<file path="config.mk">
export PLATFORM = sky130hd
export DESIGN_NAME = case_fold_substring_search
export DESIGN_NICKNAME = d
export VERILOG_FILES = /design/src/sv/cfss_pkg.sv /design/src/sv/cfss_cell.sv /design/src/sv/cfss_rsp_buf.sv /design/src/sv/case_fold_substring_search.sv
export SDC_FILE = /design/constraint.sdc
export NUM_CORES = 1
export LEC_CHECK = 0
export BUFFER_PORTS_ARGS = -buffer_cell sky130_fd_sc_hd__clkbuf_2
export CAP_MARGIN = 10
export CORE_MARGIN = 2
export CORE_UTILIZATION = 54
export DETAILED_ROUTE_END_ITERATION = 7
export GPL_ROUTABILITY_DRIVEN = 0
export GPL_TIMING_DRIVEN = 0
export PLACE_DENSITY = 0.73
export SETUP_SLACK_MARGIN = 0.05
export SLEW_MARGIN = 15
export SYNTH_ARGS = -nofsm -noshare
export SYNTH_HDL_FRONTEND = slang
export SYNTH_SLANG_ARGS = --single-unit
</file>
<file path="constraint.sdc">
create_clock -name clock -period 12.3 [get_ports clock]
set_clock_uncertainty 0.15 [all_clocks]
set_input_delay 0.615 -clock clock [delete_from_list [all_inputs] [get_ports clock]]
set_output_delay 0.615 -clock clock [all_outputs]
set_load 0.005 [all_outputs]
</file>
<file path="src/sv/cfss_pkg.sv">
// Shared types, constants and the case-fold function of the substring search.
package cfss_pkg;

   // Defaults for the top-level parameters
   localparam int NEEDLE_MAX_DEFAULT  = 16;
   localparam int OFFSET_BITS_DEFAULT = 16;

   // Fixed field widths
   localparam int BYTE_BITS       = 8;
   localparam int LEN_BITS        = 5;
   localparam int POS_BITS        = 16;
   localparam int NEEDLE_WORD_BITS = 64;
   localparam int CSR_INDEX_BITS  = 3;

   // Register indexes
   localparam logic [CSR_INDEX_BITS-1:0] CSR_FOLD_MODE   = 3'd0;
   localparam logic [CSR_INDEX_BITS-1:0] CSR_NEEDLE_LEN  = 3'd1;
   localparam logic [CSR_INDEX_BITS-1:0] CSR_NEEDLE_LOW  = 3'd2;
   localparam logic [CSR_INDEX_BITS-1:0] CSR_NEEDLE_HIGH = 3'd3;

   // Fold mode codes
   localparam logic FOLD_ALPHA   = 1'b0;
   localparam logic FOLD_BRACKET = 1'b1;

   typedef struct packed {
      logic [BYTE_BITS-1:0] hay_byte;
      logic                 hay_last;
   } req_type;

   typedef struct packed {
      logic                match_found;
      logic [POS_BITS-1:0] match_position;
   } rsp_type;

   // Per-beat control shared by every compare cell
   typedef struct packed {
      logic advance;
      logic clear;
   } cell_ctrl_type;

   // A-Z always fold to lower case; [ \ ] fold to { | } in bracket mode
   function automatic logic [BYTE_BITS-1:0] fold_byte(input logic [BYTE_BITS-1:0] c,
                                                      input logic mode);
      logic [BYTE_BITS-1:0] folded;
      folded = c;
      if (c >= 8'h41 && c <= 8'h5a) begin
         folded = c + 8'd32;
      end else if (mode == FOLD_BRACKET && c >= 8'h5b && c <= 8'h5d) begin
         folded = c + 8'd32;
      end
      return folded;
   endfunction

endpackage

</file>
<file path="src/sv/cfss_cell.sv">
// One compare cell: holds one bit of the shift-and partial match vector.
module cfss_cell (
   input  logic                                clock,
   input  logic                                reset,
   input  cfss_pkg::cell_ctrl_type             ctrl,
   input  logic                                fold_mode,
   input  logic [cfss_pkg::BYTE_BITS-1:0]      hay_folded,
   input  logic [cfss_pkg::BYTE_BITS-1:0]      needle_byte,
   input  logic                                in_use,
   input  logic                                prev_bit,
   output logic                                match_next,
   output logic                                match_bit
);

   logic match_bit_ff;
   logic match_bit_in;
   logic byte_eq;

   // Folded needle byte against folded haystack byte
   assign byte_eq    = (cfss_pkg::fold_byte(needle_byte, fold_mode) == hay_folded);
   assign match_next = prev_bit & in_use & byte_eq;

   always_comb begin
      match_bit_in = match_bit_ff;
      if (ctrl.clear) begin
         match_bit_in = 1'b0;
      end else if (ctrl.advance) begin
         match_bit_in = match_next;
      end
   end

   always_ff @(posedge clock) begin
      if (reset) begin
         match_bit_ff <= 1'b0;
      end else begin
         match_bit_ff <= match_bit_in;
      end
   end

   assign match_bit = match_bit_ff;

endmodule

</file>
<file path="src/sv/cfss_rsp_buf.sv">
// Result output register with a skid stage behind it.
module cfss_rsp_buf (
   input  logic              clock,
   input  logic              reset,
   input  logic              in_valid,
   input  cfss_pkg::rsp_type in_data,
   output logic              in_full,
   output logic              rsp_valid,
   input  logic              rsp_stall,
   output cfss_pkg::rsp_type rsp_data
);

   logic              out_valid_ff, out_valid_in;
   cfss_pkg::rsp_type out_data_ff, out_data_in;
   logic              skid_valid_ff, skid_valid_in;
   cfss_pkg::rsp_type skid_data_ff, skid_data_in;
   logic              out_free;

   assign out_free = ~out_valid_ff | ~rsp_stall;

   // Skid drains into the output first; new beats land behind it
   always_comb begin
      out_valid_in  = out_valid_ff;
      out_data_in   = out_data_ff;
      skid_valid_in = skid_valid_ff;
      skid_data_in  = skid_data_ff;
      if (out_free) begin
         if (skid_valid_ff) begin
            out_valid_in  = 1'b1;
            out_data_in   = skid_data_ff;
            skid_valid_in = in_valid;
            skid_data_in  = in_data;
         end else begin
            out_valid_in  = in_valid;
            out_data_in   = in_data;
         end
      end else if (in_valid) begin
         skid_valid_in = 1'b1;
         skid_data_in  = in_data;
      end
   end

   always_ff @(posedge clock) begin
      if (reset) begin
         out_valid_ff  <= 1'b0;
         skid_valid_ff <= 1'b0;
      end else begin
         out_valid_ff  <= out_valid_in;
         skid_valid_ff <= skid_valid_in;
      end
   end

   always_ff @(posedge clock) begin
      out_data_ff  <= out_data_in;
      skid_data_ff <= skid_data_in;
   end

   assign in_full   = skid_valid_ff;
   assign rsp_valid = out_valid_ff;
   assign rsp_data  = out_data_ff;

   // Skid only fills while the output register is occupied
   assert property (@(posedge clock) disable iff (reset)
      skid_valid_ff |-> out_valid_ff)
      else $error("skid stage holds a beat ahead of the output register");

   // A stalled output beat stays put
   assert property (@(posedge clock) disable iff (reset)
      out_valid_ff && rsp_stall |=> out_valid_ff && $stable(out_data_ff))
      else $error("stalled result beat changed");

   // A beat offered while full would be lost
   assert property (@(posedge clock) disable iff (reset)
      in_valid |-> !(skid_valid_ff && out_valid_ff && rsp_stall))
      else $error("result beat offered with no room");

endmodule

</file>
<file path="src/sv/case_fold_substring_search.sv">
// Result beats on rsp_ come from the output register, via the skid stage if it is busy.
// Throughput: one byte per cycle unless req_stall; cell row advances on accepted beats.
// req_stall rises only when the result output and its skid stage are both full.
// Synchronous reset clears the registers (fold mode, length, needle) and the search state.
// No clearing pass after reset: the block takes bytes on the first cycle out of reset.
module case_fold_substring_search #(
   parameter int NEEDLE_MAX  = cfss_pkg::NEEDLE_MAX_DEFAULT,
   parameter int OFFSET_BITS = cfss_pkg::OFFSET_BITS_DEFAULT
) (
   input  logic                                  clock,
   input  logic                                  reset,
   input  logic                                  req_valid,
   output logic                                  req_stall,
   input  cfss_pkg::req_type                     req_data,
   output logic                                  rsp_valid,
   input  logic                                  rsp_stall,
   output cfss_pkg::rsp_type                     rsp_data,
   input  logic                                  csr_valid,
   output logic                                  csr_ready,
   input  logic [cfss_pkg::CSR_INDEX_BITS-1:0]   csr_index,
   input  logic [cfss_pkg::NEEDLE_WORD_BITS-1:0] csr_data
);

   localparam int LenW = $clog2(NEEDLE_MAX + 1);
   localparam int IdxW = (NEEDLE_MAX > 1) ? $clog2(NEEDLE_MAX) : 1;
   localparam int PosW = (OFFSET_BITS > cfss_pkg::POS_BITS) ? OFFSET_BITS
                                                              : cfss_pkg::POS_BITS;
   localparam int WordW = cfss_pkg::NEEDLE_WORD_BITS;
   localparam int BW    = cfss_pkg::BYTE_BITS;

   // Configuration registers
   logic                          fold_mode_ff;
   logic [cfss_pkg::LEN_BITS-1:0] needle_length_ff;
   logic [WordW-1:0]              needle_low_ff;
   logic [WordW-1:0]              needle_high_ff;
   logic                          csr_write;

   // Search state
   logic [OFFSET_BITS-1:0] byte_offset_ff, byte_offset_in;
   logic                   finished_ff, finished_in;

   logic [2*WordW-1:0]     needle_all;
   logic [LenW-1:0]        len_eff;
   logic [LenW-1:0]        len_m1;
   logic [IdxW-1:0]        len_idx;
   logic                   len_zero;
   logic [BW-1:0]          hay_folded;
   logic                   accept;
   logic                   hit;
   logic                   result_valid;
   cfss_pkg::rsp_type      result;
   logic [PosW-1:0]        start_ext;
   logic                   buf_full;
   cfss_pkg::cell_ctrl_type cell_ctrl;
   logic [NEEDLE_MAX-1:0]  match_vec;
   logic [NEEDLE_MAX-1:0]  match_vec_next;

   // Register writes
   assign csr_ready = 1'b1;
   assign csr_write = csr_valid & csr_ready;

   always_ff @(posedge clock) begin
      if (reset) begin
         fold_mode_ff     <= cfss_pkg::FOLD_ALPHA;
         needle_length_ff <= '0;
         needle_low_ff    <= '0;
         needle_high_ff   <= '0;
      end else if (csr_write) begin
         unique case (csr_index)
            cfss_pkg::CSR_FOLD_MODE:   fold_mode_ff     <= csr_data[0];
            cfss_pkg::CSR_NEEDLE_LEN:  needle_length_ff <= csr_data[cfss_pkg::LEN_BITS-1:0];
            cfss_pkg::CSR_NEEDLE_LOW:  needle_low_ff    <= csr_data;
            cfss_pkg::CSR_NEEDLE_HIGH: needle_high_ff   <= csr_data;
            default: ;
         endcase
      end
   end

   // Active length, clamped to the cell count
   always_comb begin
      if (needle_length_ff > cfss_pkg::LEN_BITS'(NEEDLE_MAX)) begin
         len_eff = LenW'(NEEDLE_MAX);
      end else begin
         len_eff = needle_length_ff[LenW-1:0];
      end
   end

   assign len_zero   = (len_eff == '0);
   assign len_m1     = len_eff - LenW'(1);
   assign len_idx    = len_m1[IdxW-1:0];
   assign needle_all = {needle_high_ff, needle_low_ff};
   assign hay_folded = cfss_pkg::fold_byte(req_data.hay_byte, fold_mode_ff);
   assign accept     = req_valid & ~req_stall;
   assign req_stall  = buf_full;

   assign cell_ctrl.advance = accept & ~finished_ff & ~len_zero;
   assign cell_ctrl.clear   = accept & req_data.hay_last;

   // Row of compare cells; each takes its left neighbor's stored bit
   for (genvar i = 0; i < NEEDLE_MAX; i++) begin : g_cell
      logic prev_bit;
      if (i == 0) begin : g_head
         assign prev_bit = 1'b1;
      end else begin : g_body
         assign prev_bit = match_vec[i-1];
      end
      cfss_cell u_cell (
         .clock       (clock),
         .reset       (reset),
         .ctrl        (cell_ctrl),
         .fold_mode   (fold_mode_ff),
         .hay_folded  (hay_folded),
         .needle_byte (needle_all[BW*i +: BW]),
         .in_use      (len_eff > LenW'(i)),
         .prev_bit    (prev_bit),
         .match_next  (match_vec_next[i]),
         .match_bit   (match_vec[i])
      );
   end

   // Match completes when the cell at the needle's last byte fires
   assign hit = ~finished_ff & (len_zero | match_vec_next[len_idx]);
   assign start_ext = PosW'(byte_offset_ff) - PosW'(len_m1);

   always_comb begin
      result_valid          = accept & ~finished_ff & (hit | req_data.hay_last);
      result.match_found    = hit;
      result.match_position = '0;
      if (hit && !len_zero) begin
         result.match_position = start_ext[cfss_pkg::POS_BITS-1:0];
      end
   end

   // Offset saturates; last byte restarts the haystack
   always_comb begin
      byte_offset_in = byte_offset_ff;
      finished_in    = finished_ff;
      if (accept) begin
         if (req_data.hay_last) begin
            byte_offset_in = '0;
            finished_in    = 1'b0;
         end else begin
            if (byte_offset_ff != '1) begin
               byte_offset_in = byte_offset_ff + OFFSET_BITS'(1);
            end
            if (hit) begin
               finished_in = 1'b1;
            end
         end
      end
   end

   always_ff @(posedge clock) begin
      if (reset) begin
         byte_offset_ff <= '0;
         finished_ff    <= 1'b0;
      end else begin
         byte_offset_ff <= byte_offset_in;
         finished_ff    <= finished_in;
      end
   end

   cfss_rsp_buf u_rsp_buf (
      .clock     (clock),
      .reset     (reset),
      .in_valid  (result_valid),
      .in_data   (result),
      .in_full   (buf_full),
      .rsp_valid (rsp_valid),
      .rsp_stall (rsp_stall),
      .rsp_data  (rsp_data)
   );

   // A not-found beat only comes with the last byte
   assert property (@(posedge clock) disable iff (reset)
      result_valid && !result.match_found |-> req_data.hay_last)
      else $error("not-found result before end of haystack");

   // Nothing more for a haystack once its match was reported
   assert property (@(posedge clock) disable iff (reset)
      finished_ff && accept |-> !result_valid)
      else $error("second result for one haystack");

   // A match mid-haystack marks the search done
   assert property (@(posedge clock) disable iff (reset)
      result_valid && result.match_found && !req_data.hay_last |=> finished_ff)
      else $error("match did not finish the search");

   // Last byte restarts offset and match vector
   assert property (@(posedge clock) disable iff (reset)
      accept && req_data.hay_last |=> byte_offset_ff == '0 && match_vec == '0)
      else $error("search state not cleared after last byte");

endmodule
</file>
==> results.json, run 1 <==
{
  "status": "complete, no violations",
  "vdd_ir_drop_max_mv": 0.08787,
  "first_pass_iters": 5,
  "syn2layout_area_growth_pct": 13.49,
  "cts-resized-gates": 0,
  "clockBufferDepth": 3,
  "dieArea_um2": 22690,
  "setup_viol": 0,
  "reg2reg_from": "fold_mode_ff$_SDFFE_PP0P_",
  "antenna_found_initial": 0,
  "swShare_pct": 25.79,
  "yosys_warnings": 0,
  "period_needed_ns": 4.731,
  "drc": 0,
  "overflow": 0,
  "grt_max_degree": 22,
  "dp_hpwl_um": 24130,
  "tightestPinTransition_ns": 1.118,
  "grt_pass1_wl_um": 52720,
  "yosysSeqAreaShare_pct": 37.75,
  "clkPwrFrac_pct": 42.9,
  "avgRoutedWirePerCell_um": 18.02,
  "crit_arrival_ns": 4.79,
  "placedCellCount": 1828,
  "p_switching_uw": 395.2,
  "power_frac_seq_pct": 46.0,
  "htreeDepth": 1,
  "holdWs_ns": 0.1848,
  "cp_max_fo": 16,
  "crit_required_ns": 12.36,
  "hold_path.class": "in2reg",
  "end_kind": "flip-flop",
  "initialDrtViolationCount": 857,
  "dp_slack_ns": 7.524,
  "cts_made_buffers": 23,
  "leakage_uw": 0.004831,
  "slew_headroom_pct": 25.46,
  "power_frac_comb_pct": 11.2,
  "post_cts_buffers": 0,
  "met2_length_um": 15980,
  "rsz0062_at_grt": "false",
  "tritoncts": "yes",
  "drive_gt1_share_pct": 11.54,
  "clock_sinks": 202,
  "synth_cells": 1457,
  "p_int_uw": 1137,
  "fmax_ghz": 0.2114,
  "clockRootBuffer": "clkbuf_16",
  "synth.net_count": 1567,
  "ys_top_cells_by_area": "dfxtp_1 29%, nand2_1 12%, edfxtp_1 8.8%, a21oi_1 6.9%, xnor2_1 6.0%",
  "setup.worst_path.end": "u_rsp_buf.skid_data_ff[15]$_DFFE_PP_",
  "r2r_slack_ns": 7.57,
  "syn_area_per_cell_um2": 7.970,
  "cts.clk_slew.worst_paths_ns": 0.06,
  "async_flop_share_pct": 0,
  "worst-r2r-cell-count": 12,
  "crit_start": "fold_mode_ff$_SDFFE_PP0P_",
  "io_pins": 101,
  "final_max_slew_viol_count": 0,
  "grtUsageTotal_pct": 29.41,
  "min_period_over_period_pct": 38.46,
  "layout_common_cells": "364 x nand2_1, 168 x dfxtp_1, 159 x a21oi_1",
  "timing.rr.end": "u_rsp_buf.skid_data_ff[15]$_DFFE_PP_",
  "die_w_um": 150.6,
  "hold_viol": 0,
  "wl_met3_um": 2031,
  "yosysTopAreaCell": "dfxtp_1",
  "antenna_cells": 0,
  "num_vias": 10900,
  "fin_cells": 1869,
  "setup-tns-final_ns": 0,
  "synth-edff-count": 34,
  "grt_pass1_vias": 10180,
  "fin_ws_ns": 7.569,
  "highest_layer": "met4",
  "drv_cap": 0,
  "ys.flop_type": "dfxtp_1",
  "fp.dieH_um": 150.6,
  "via_per_inst": 5.834,
  "final_common_cell": "nand2_1",
  "io_buffers": 95,
  "power.density_nw_per_um2": 116.3,
  "wl_met1_um": 14590,
  "start_kind": "flip-flop",
  "critical_path_class": "reg2reg",
  "wl_um": 33680,
  "num_rows": 53,
  "ys_ff_latch": 202,
  "core_um2": 21090,
  "start_util_pct": 55.07,
  "final_util_pct": 62.50,
  "synth_top_cell_area_share_pct": 28.96,
  "synth.distinct_cells": 76,
  "drtAntennaViolNets": 0,
  "synth_area_um2": 11610,
  "final_nets": 1688,
  "cts-hold-fix-buffers": 0,
  "insertion_delay_ns": 0.52
}
## power by group through the flow
| stage | clock, uW | combinational, uW | sequential, uW |
|---|---|---|---|
| 2_1_floorplan | 0 | 106 | 715 |
| 3_3_place_gp | 0 | 162 | 718 |
| 3_5_place_dp | 0 | 167 | 719 |
| 4_1_cts | 661 | 168 | 704 |
| 5_1_grt | 688 | 185 | 707 |
| 6_report | 657 | 171 | 705 |
## worst min-delay path by stage
| stage | start | end | cells past startpoint |
|---|---|---|---|
| 2_1_floorplan | g_cell[5].u_cell.match_bit$_SDFFE_PP0P_ | g_cell[5].u_cell.match_bit$_SDFFE_PP0P_ | 2 |
| 4_1_cts | csr_data[53] | needle_high_ff[53]$_SDFFE_PP0P_ | 3 |
| 3_3_place_gp | g_cell[14].u_cell.match_bit$_SDFFE_PP0P_ | g_cell[14].u_cell.match_bit$_SDFFE_PP0P_ | 2 |
| 3_5_place_dp | g_cell[9].u_cell.match_bit$_SDFFE_PP0P_ | g_cell[9].u_cell.match_bit$_SDFFE_PP0P_ | 2 |
| 6_report | csr_data[12] | needle_high_ff[12]$_SDFFE_PP0P_ | 3 |
| 5_1_grt | csr_data[15] | needle_low_ff[15]$_SDFFE_PP0P_ | 3 |
## registers in the layout, summed over array words and instances, names as in the netlist
name                     count
u_rsp_buf.in_full            1
g_cell.u_cell.match_bit     15
byte_offset_ff              16
fold_mode_ff                 1
u_rsp_buf.skid_data_ff      17
needle_length_ff             5
needle_high_ff              64
u_rsp_buf.rsp_valid          1
needle_low_ff               64
finished_ff                  1
u_rsp_buf.rsp_data          17
## cell type report
type,count,area [um^2]
fillers,1909,7909
multi-input cells,1134,6743
flip-flops and latches,202,4384
clock buffers,33,644.4
repair buffers,96,490.5
plain buffers,82,360.3
well taps,275,344.1
inverters,39,146.4
clock inverters,8,66.31
## critical path: stages, from the launching register on
cell      delay, ns
dfxtp_1        0.63
and2b_1        0.29
o31ai_1        0.66
nand2_1        0.39
buf_4          0.34
xnor2_1        0.15
nor4_1         0.30
nand3_1        0.16
a311o_1        0.34
o211ai_2       0.33
o41ai_2        0.20
o31ai_4        0.25
buf_8          0.22
## cells in the mapped netlist, types with 3 or more instances
cell type / count
buf_1: 7
buf_2: 6
clkbuf_1: 59
a31o_2: 3
nor2_1: 97
nand2_1: 364
o31ai_2: 14
and2_1: 5
or4_1: 24
ha_1: 28
dfxtp_1: 168
a31oi_1: 20
a211oi_1: 7
mux2_2: 4
o31ai_1: 14
nor4b_1: 6
nand4_1: 20
nand2b_1: 23
o2111ai_1: 3
inv_1: 38
mux2i_1: 11
or3_1: 12
xnor2_1: 80
nand3b_1: 17
a21o_1: 3
xor2_1: 64
o211ai_1: 4
a21oi_1: 159
edfxtp_1: 34
buf_4: 8
nor2b_1: 8
o41ai_1: 15
and4_1: 3
o21ai_0: 19
nand3_1: 15
and3_1: 11
nor3_1: 16
nor4_1: 21
## routing by layer
metal	vias up	global-route usage [%]
met5	-	0
met4	0	10.47
met3	69	3.424
met2	385	49.95
met1	5166	38.69
li1	5284	-
## cell families (layout without fill, tap and decap cells)
group                    count (synthesis)  in the layout  synth area share [%]
AND/OR/NAND/NOR                        650            650                 25.55
flip-flops                             202            202                 37.75
AO/OA/AOI/OAI                          294            294                 16.82
multiplexers                            16             16                 1.433
buffers and inverters                  121            258                 4.364
adder cells (fa/ha/maj)                 29             29                 3.189
other                                    1              1               0.03229
XOR/XNOR                               144            144                 10.86
## through the flow
step	total power, uW	instance area, um^2
3_5_place_dp	885.5	12470
2_1_floorplan	821.5	11610
6_report	1532	13180
5_1_grt	1580	13180
3_3_place_gp	879.9	12430
4_1_cts	1533	13180
Power figures use the tool's default switching activity.
==> run 2: changes to the inputs <==
--- a/config.mk
+++ b/config.mk
@@ -5,6 +5,7 @@
 export SDC_FILE = /design/constraint.sdc
 export NUM_CORES = 1
 export LEC_CHECK = 0
+export ABC_AREA = 1
 export BUFFER_PORTS_ARGS = -buffer_cell sky130_fd_sc_hd__clkbuf_2
 export CAP_MARGIN = 10
 export CORE_MARGIN = 2
==> constraint.sdc (replaced) <==
create_clock -name clock -period 4.9 [get_ports clock]
set_clock_uncertainty 0.15 [all_clocks]
set_input_delay 0.245 -clock clock [delete_from_list [all_inputs] [get_ports clock]]
set_output_delay 0.245 -clock clock [all_outputs]
set_load 0.005 [all_outputs]
==> run 2 against run 1 <==
Sequential power rose to 2.6 times the previous value; fmax rose by 5.4%; combinational power rose to 3.8 times the previous value; first-iteration DRC count rose by 37%; flip-flop and latch count did not move; clock-buffer cell count fell by 7; clock power rose to 2.7 times the previous value; sequential share of layout area fell by 2.1 points; synthesized cell count rose by 18%; wire length rose by 19%; design area rose by 6.8%; critical path type unchanged; critical endpoint is now u_rsp_buf.skid_data_ff[5]$_DFFE_PP_; largest cell class unchanged.
==> results.json, run 2 <==
{
  "grt_pass1_vias": 11720,
  "synth_cells": 1716,
  "vdd_ir_drop_max_mv": 0.2319,
  "final_common_cell": "nand2_1",
  "fp.dieH_um": 151.5,
  "cp_max_fo": 13,
  "synth.most_common_cell": "nand2_1",
  "min_period_over_period_pct": 91.59,
  "syn2layout_area_growth_pct": 19.74,
  "cp_common_cell": "nand2_1",
  "final_nets": 2018,
  "first_pass_iters": 7,
  "cts_made_buffers": 23,
  "htreeDepth": 1,
  "path_cells": "buf_2, nor2_1, nand2_1, nand2_1, nand2_1, buf_2, clkinv_1, ha_1, inv_1, nand3_1, o21ai_0, nand4_1, nor2_1, nand2_1, nand2_1, nand3_1, nand3_1, nand3_2, nand4_1, nand2_1, a21oi_4, buf_6",
  "clock_sinks": 202,
  "grtUsageTotal_pct": 34.71,
  "num_rows": 53,
  "holdWs_ns": 0.03020,
  "final_max_slew_viol_count": 0,
  "synth_top_cell_area_share_pct": 28.61,
  "clockRootBuffer": "clkbuf_16",
  "grt_max_degree": 19,
  "num_vias": 12600,
  "syn_area_per_cell_um2": 6.850,
  "initialDrtViolationCount": 1178,
  "drive_gt1_share_pct": 10.13,
  "ys_top_cells_by_area": "dfxtp_1 29%, nand2_1 9.6%, edfxtp_1 8.7%, o21ai_0 8.2%, a21oi_1 7.3%",
  "yosysSeqAreaShare_pct": 37.30,
  "io_buffers": 96,
  "die_w_um": 151.5,
  "io_pins": 101,
  "stdcell_area_um2": 14070,
  "hold_path.class": "in2reg",
  "dp_hpwl_um": 27940,
  "leakage_uw": 0.006227,
  "synthTopCellsByCount": "300 x nand2_1, 228 x inv_1, 208 x nor2_1",
  "dieArea_um2": 22960,
  "crit_required_ns": 4.98,
  "critical_path_class": "reg2reg",
  "p_total_uw": 4285,
  "core_um2": 21220,
  "async_flop_share_pct": 0,
  "dpl_cell_area_um2": 12590,
  "grt_pass1_wl_um": 61120,
  "post_cts_buffers": 0,
  "tightestPinTransition_ns": 0.9700,
  "fmax_ghz": 0.2228,
  "yosys_warnings": 0,
  "drc": 0,
  "power.density_nw_per_um2": 304.4,
  "synth.distinct_cells": 46,
  "fillers": 1860,
  "yosysTopAreaCell": "dfxtp_1",
  "wl_um": 40130,
  "ys_ff_latch": 202,
  "overflow": 0,
  "synth-edff-count": 34,
  "hold_viol": 0,
  "tritoncts": "yes",
  "reg_top3": "needle_high_ff (64), needle_low_ff (64)",
  "crit_arrival_ns": 4.56,
  "cts.clk_slew.worst_paths_ns": 0.07,
  "setup_viol": 0,
  "rsz0062_at_grt": "false",
  "layout_common_cells": "300 x nand2_1, 228 x inv_1, 208 x nor2_1",
  "start_util_pct": 55.39,
  "synth.net_count": 1826,
  "end_kind": "flip-flop",
  "ys.flop_type": "dfxtp_1",
  "drtAntennaViolNets": 0,
  "setup-tns-final_ns": 0,
  "synth_area_um2": 11750,
  "antenna_cells": 0,
  "start_kind": "flip-flop",
  "crit_slowest_cell": "clkinv_1",
  "antenna_found_initial": 1,
  "via_per_inst": 5.727,
  "period_needed_ns": 4.488,
  "insertion_delay_ns": 0.52,
  "slew_headroom_pct": 35.33,
  "avgRoutedWirePerCell_um": 18.24,
  "clockBufferDepth": 3,
  "status": "complete, no violations",
  "critPathMaxStageDelay_ns": 0.38,
  "drv_cap": 0
}
## run 2: worst paths after layout
kind | cells after the start | from | slack (ns) | to
max | 22 | needle_length_ff[2]$_SDFFE_PP0P_ | 0.41 | u_rsp_buf.skid_data_ff[5]$_DFFE_PP_
min | 5 | csr_valid | 0.03 | fold_mode_ff$_SDFFE_PP0P_
max reg2reg | 22 | needle_length_ff[2]$_SDFFE_PP0P_ | 0.41 | u_rsp_buf.skid_data_ff[5]$_DFFE_PP_
min reg2reg | 2 | needle_low_ff[55]$_SDFFE_PP0P_ | 0.33 | needle_low_ff[55]$_SDFFE_PP0P_
## run 2: worst max-delay path, delay by kind of cell (launching register included)
kind / cells / cell delay (ns)
buf+inv: 5 / 1.13
flops: 1 / 0.31
compound gates: 2 / 0.69
simple gates: 14 / 1.54
fa+ha+maj: 1 / 0.33
## run 2: per-stage QoR
stage | cells | utilization [%] | worst slack (ns)
finish | 2200 | 66.32 | 0.4121
global route | 2200 | 66.32 | 0.1431
floorplan | 1716 | - | 1.064
global placement | 2087 | 59.27 | -0.2282
CTS | 2200 | 66.26 | 0.3560
detailed placement | 2088 | 59.35 | 0.3993
## run 2: power breakdown
part	leakage, uW	switching (uW)	internal (uW)
logic	0.00413	411	242
clock network	0.000376	726	1070
registers	0.00172	53.9	1780
## run 2: final cells by class
cell class	instances	area, um^2	area share [%]
plain buffers	76	371.6	2.640
clock buffers	26	586.8	4.170
clock inverters	16	180.2	1.280
inverters	239	899.6	6.392
multi-input cells	1199	6115	43.45
flip-flops and latches	202	4384	31.15
well taps	275	344.1	2.445
repair buffers	167	1192	8.473
## run 2: kinds of logic (layout without fill, tap and decap cells)
logic type	count (synthesis)	in the layout	synth area share (%)
xor gates and xnor gates	58	58	4.322
other	1	1	0.03190
DFF	202	202	37.30
adders and majority gates	29	29	3.151
AOI/OAI and AO/OA	410	410	18.30
and+or+nand+nor	701	701	26.08
buffers and inverters	315	524	10.82
## run 2: per-layer routing
layer	GRT usage, %	part of all wire (%)	vias to the layer above	wire, um
li1	-	-	5994	-
met4	19.31	6.1	0	2444
met1	43.35	39	5755	15840
met5	0	0	-	0
met2	57.76	45	685	18190
met3	5.000	9.1	166	3657
## run 2: what timing repair did
action	4_1_cts	5_1_grt
gates resized for setup	0	2
setup endpoints to repair	0	10
hold buffers	70	0
hold endpoints to repair	137	0
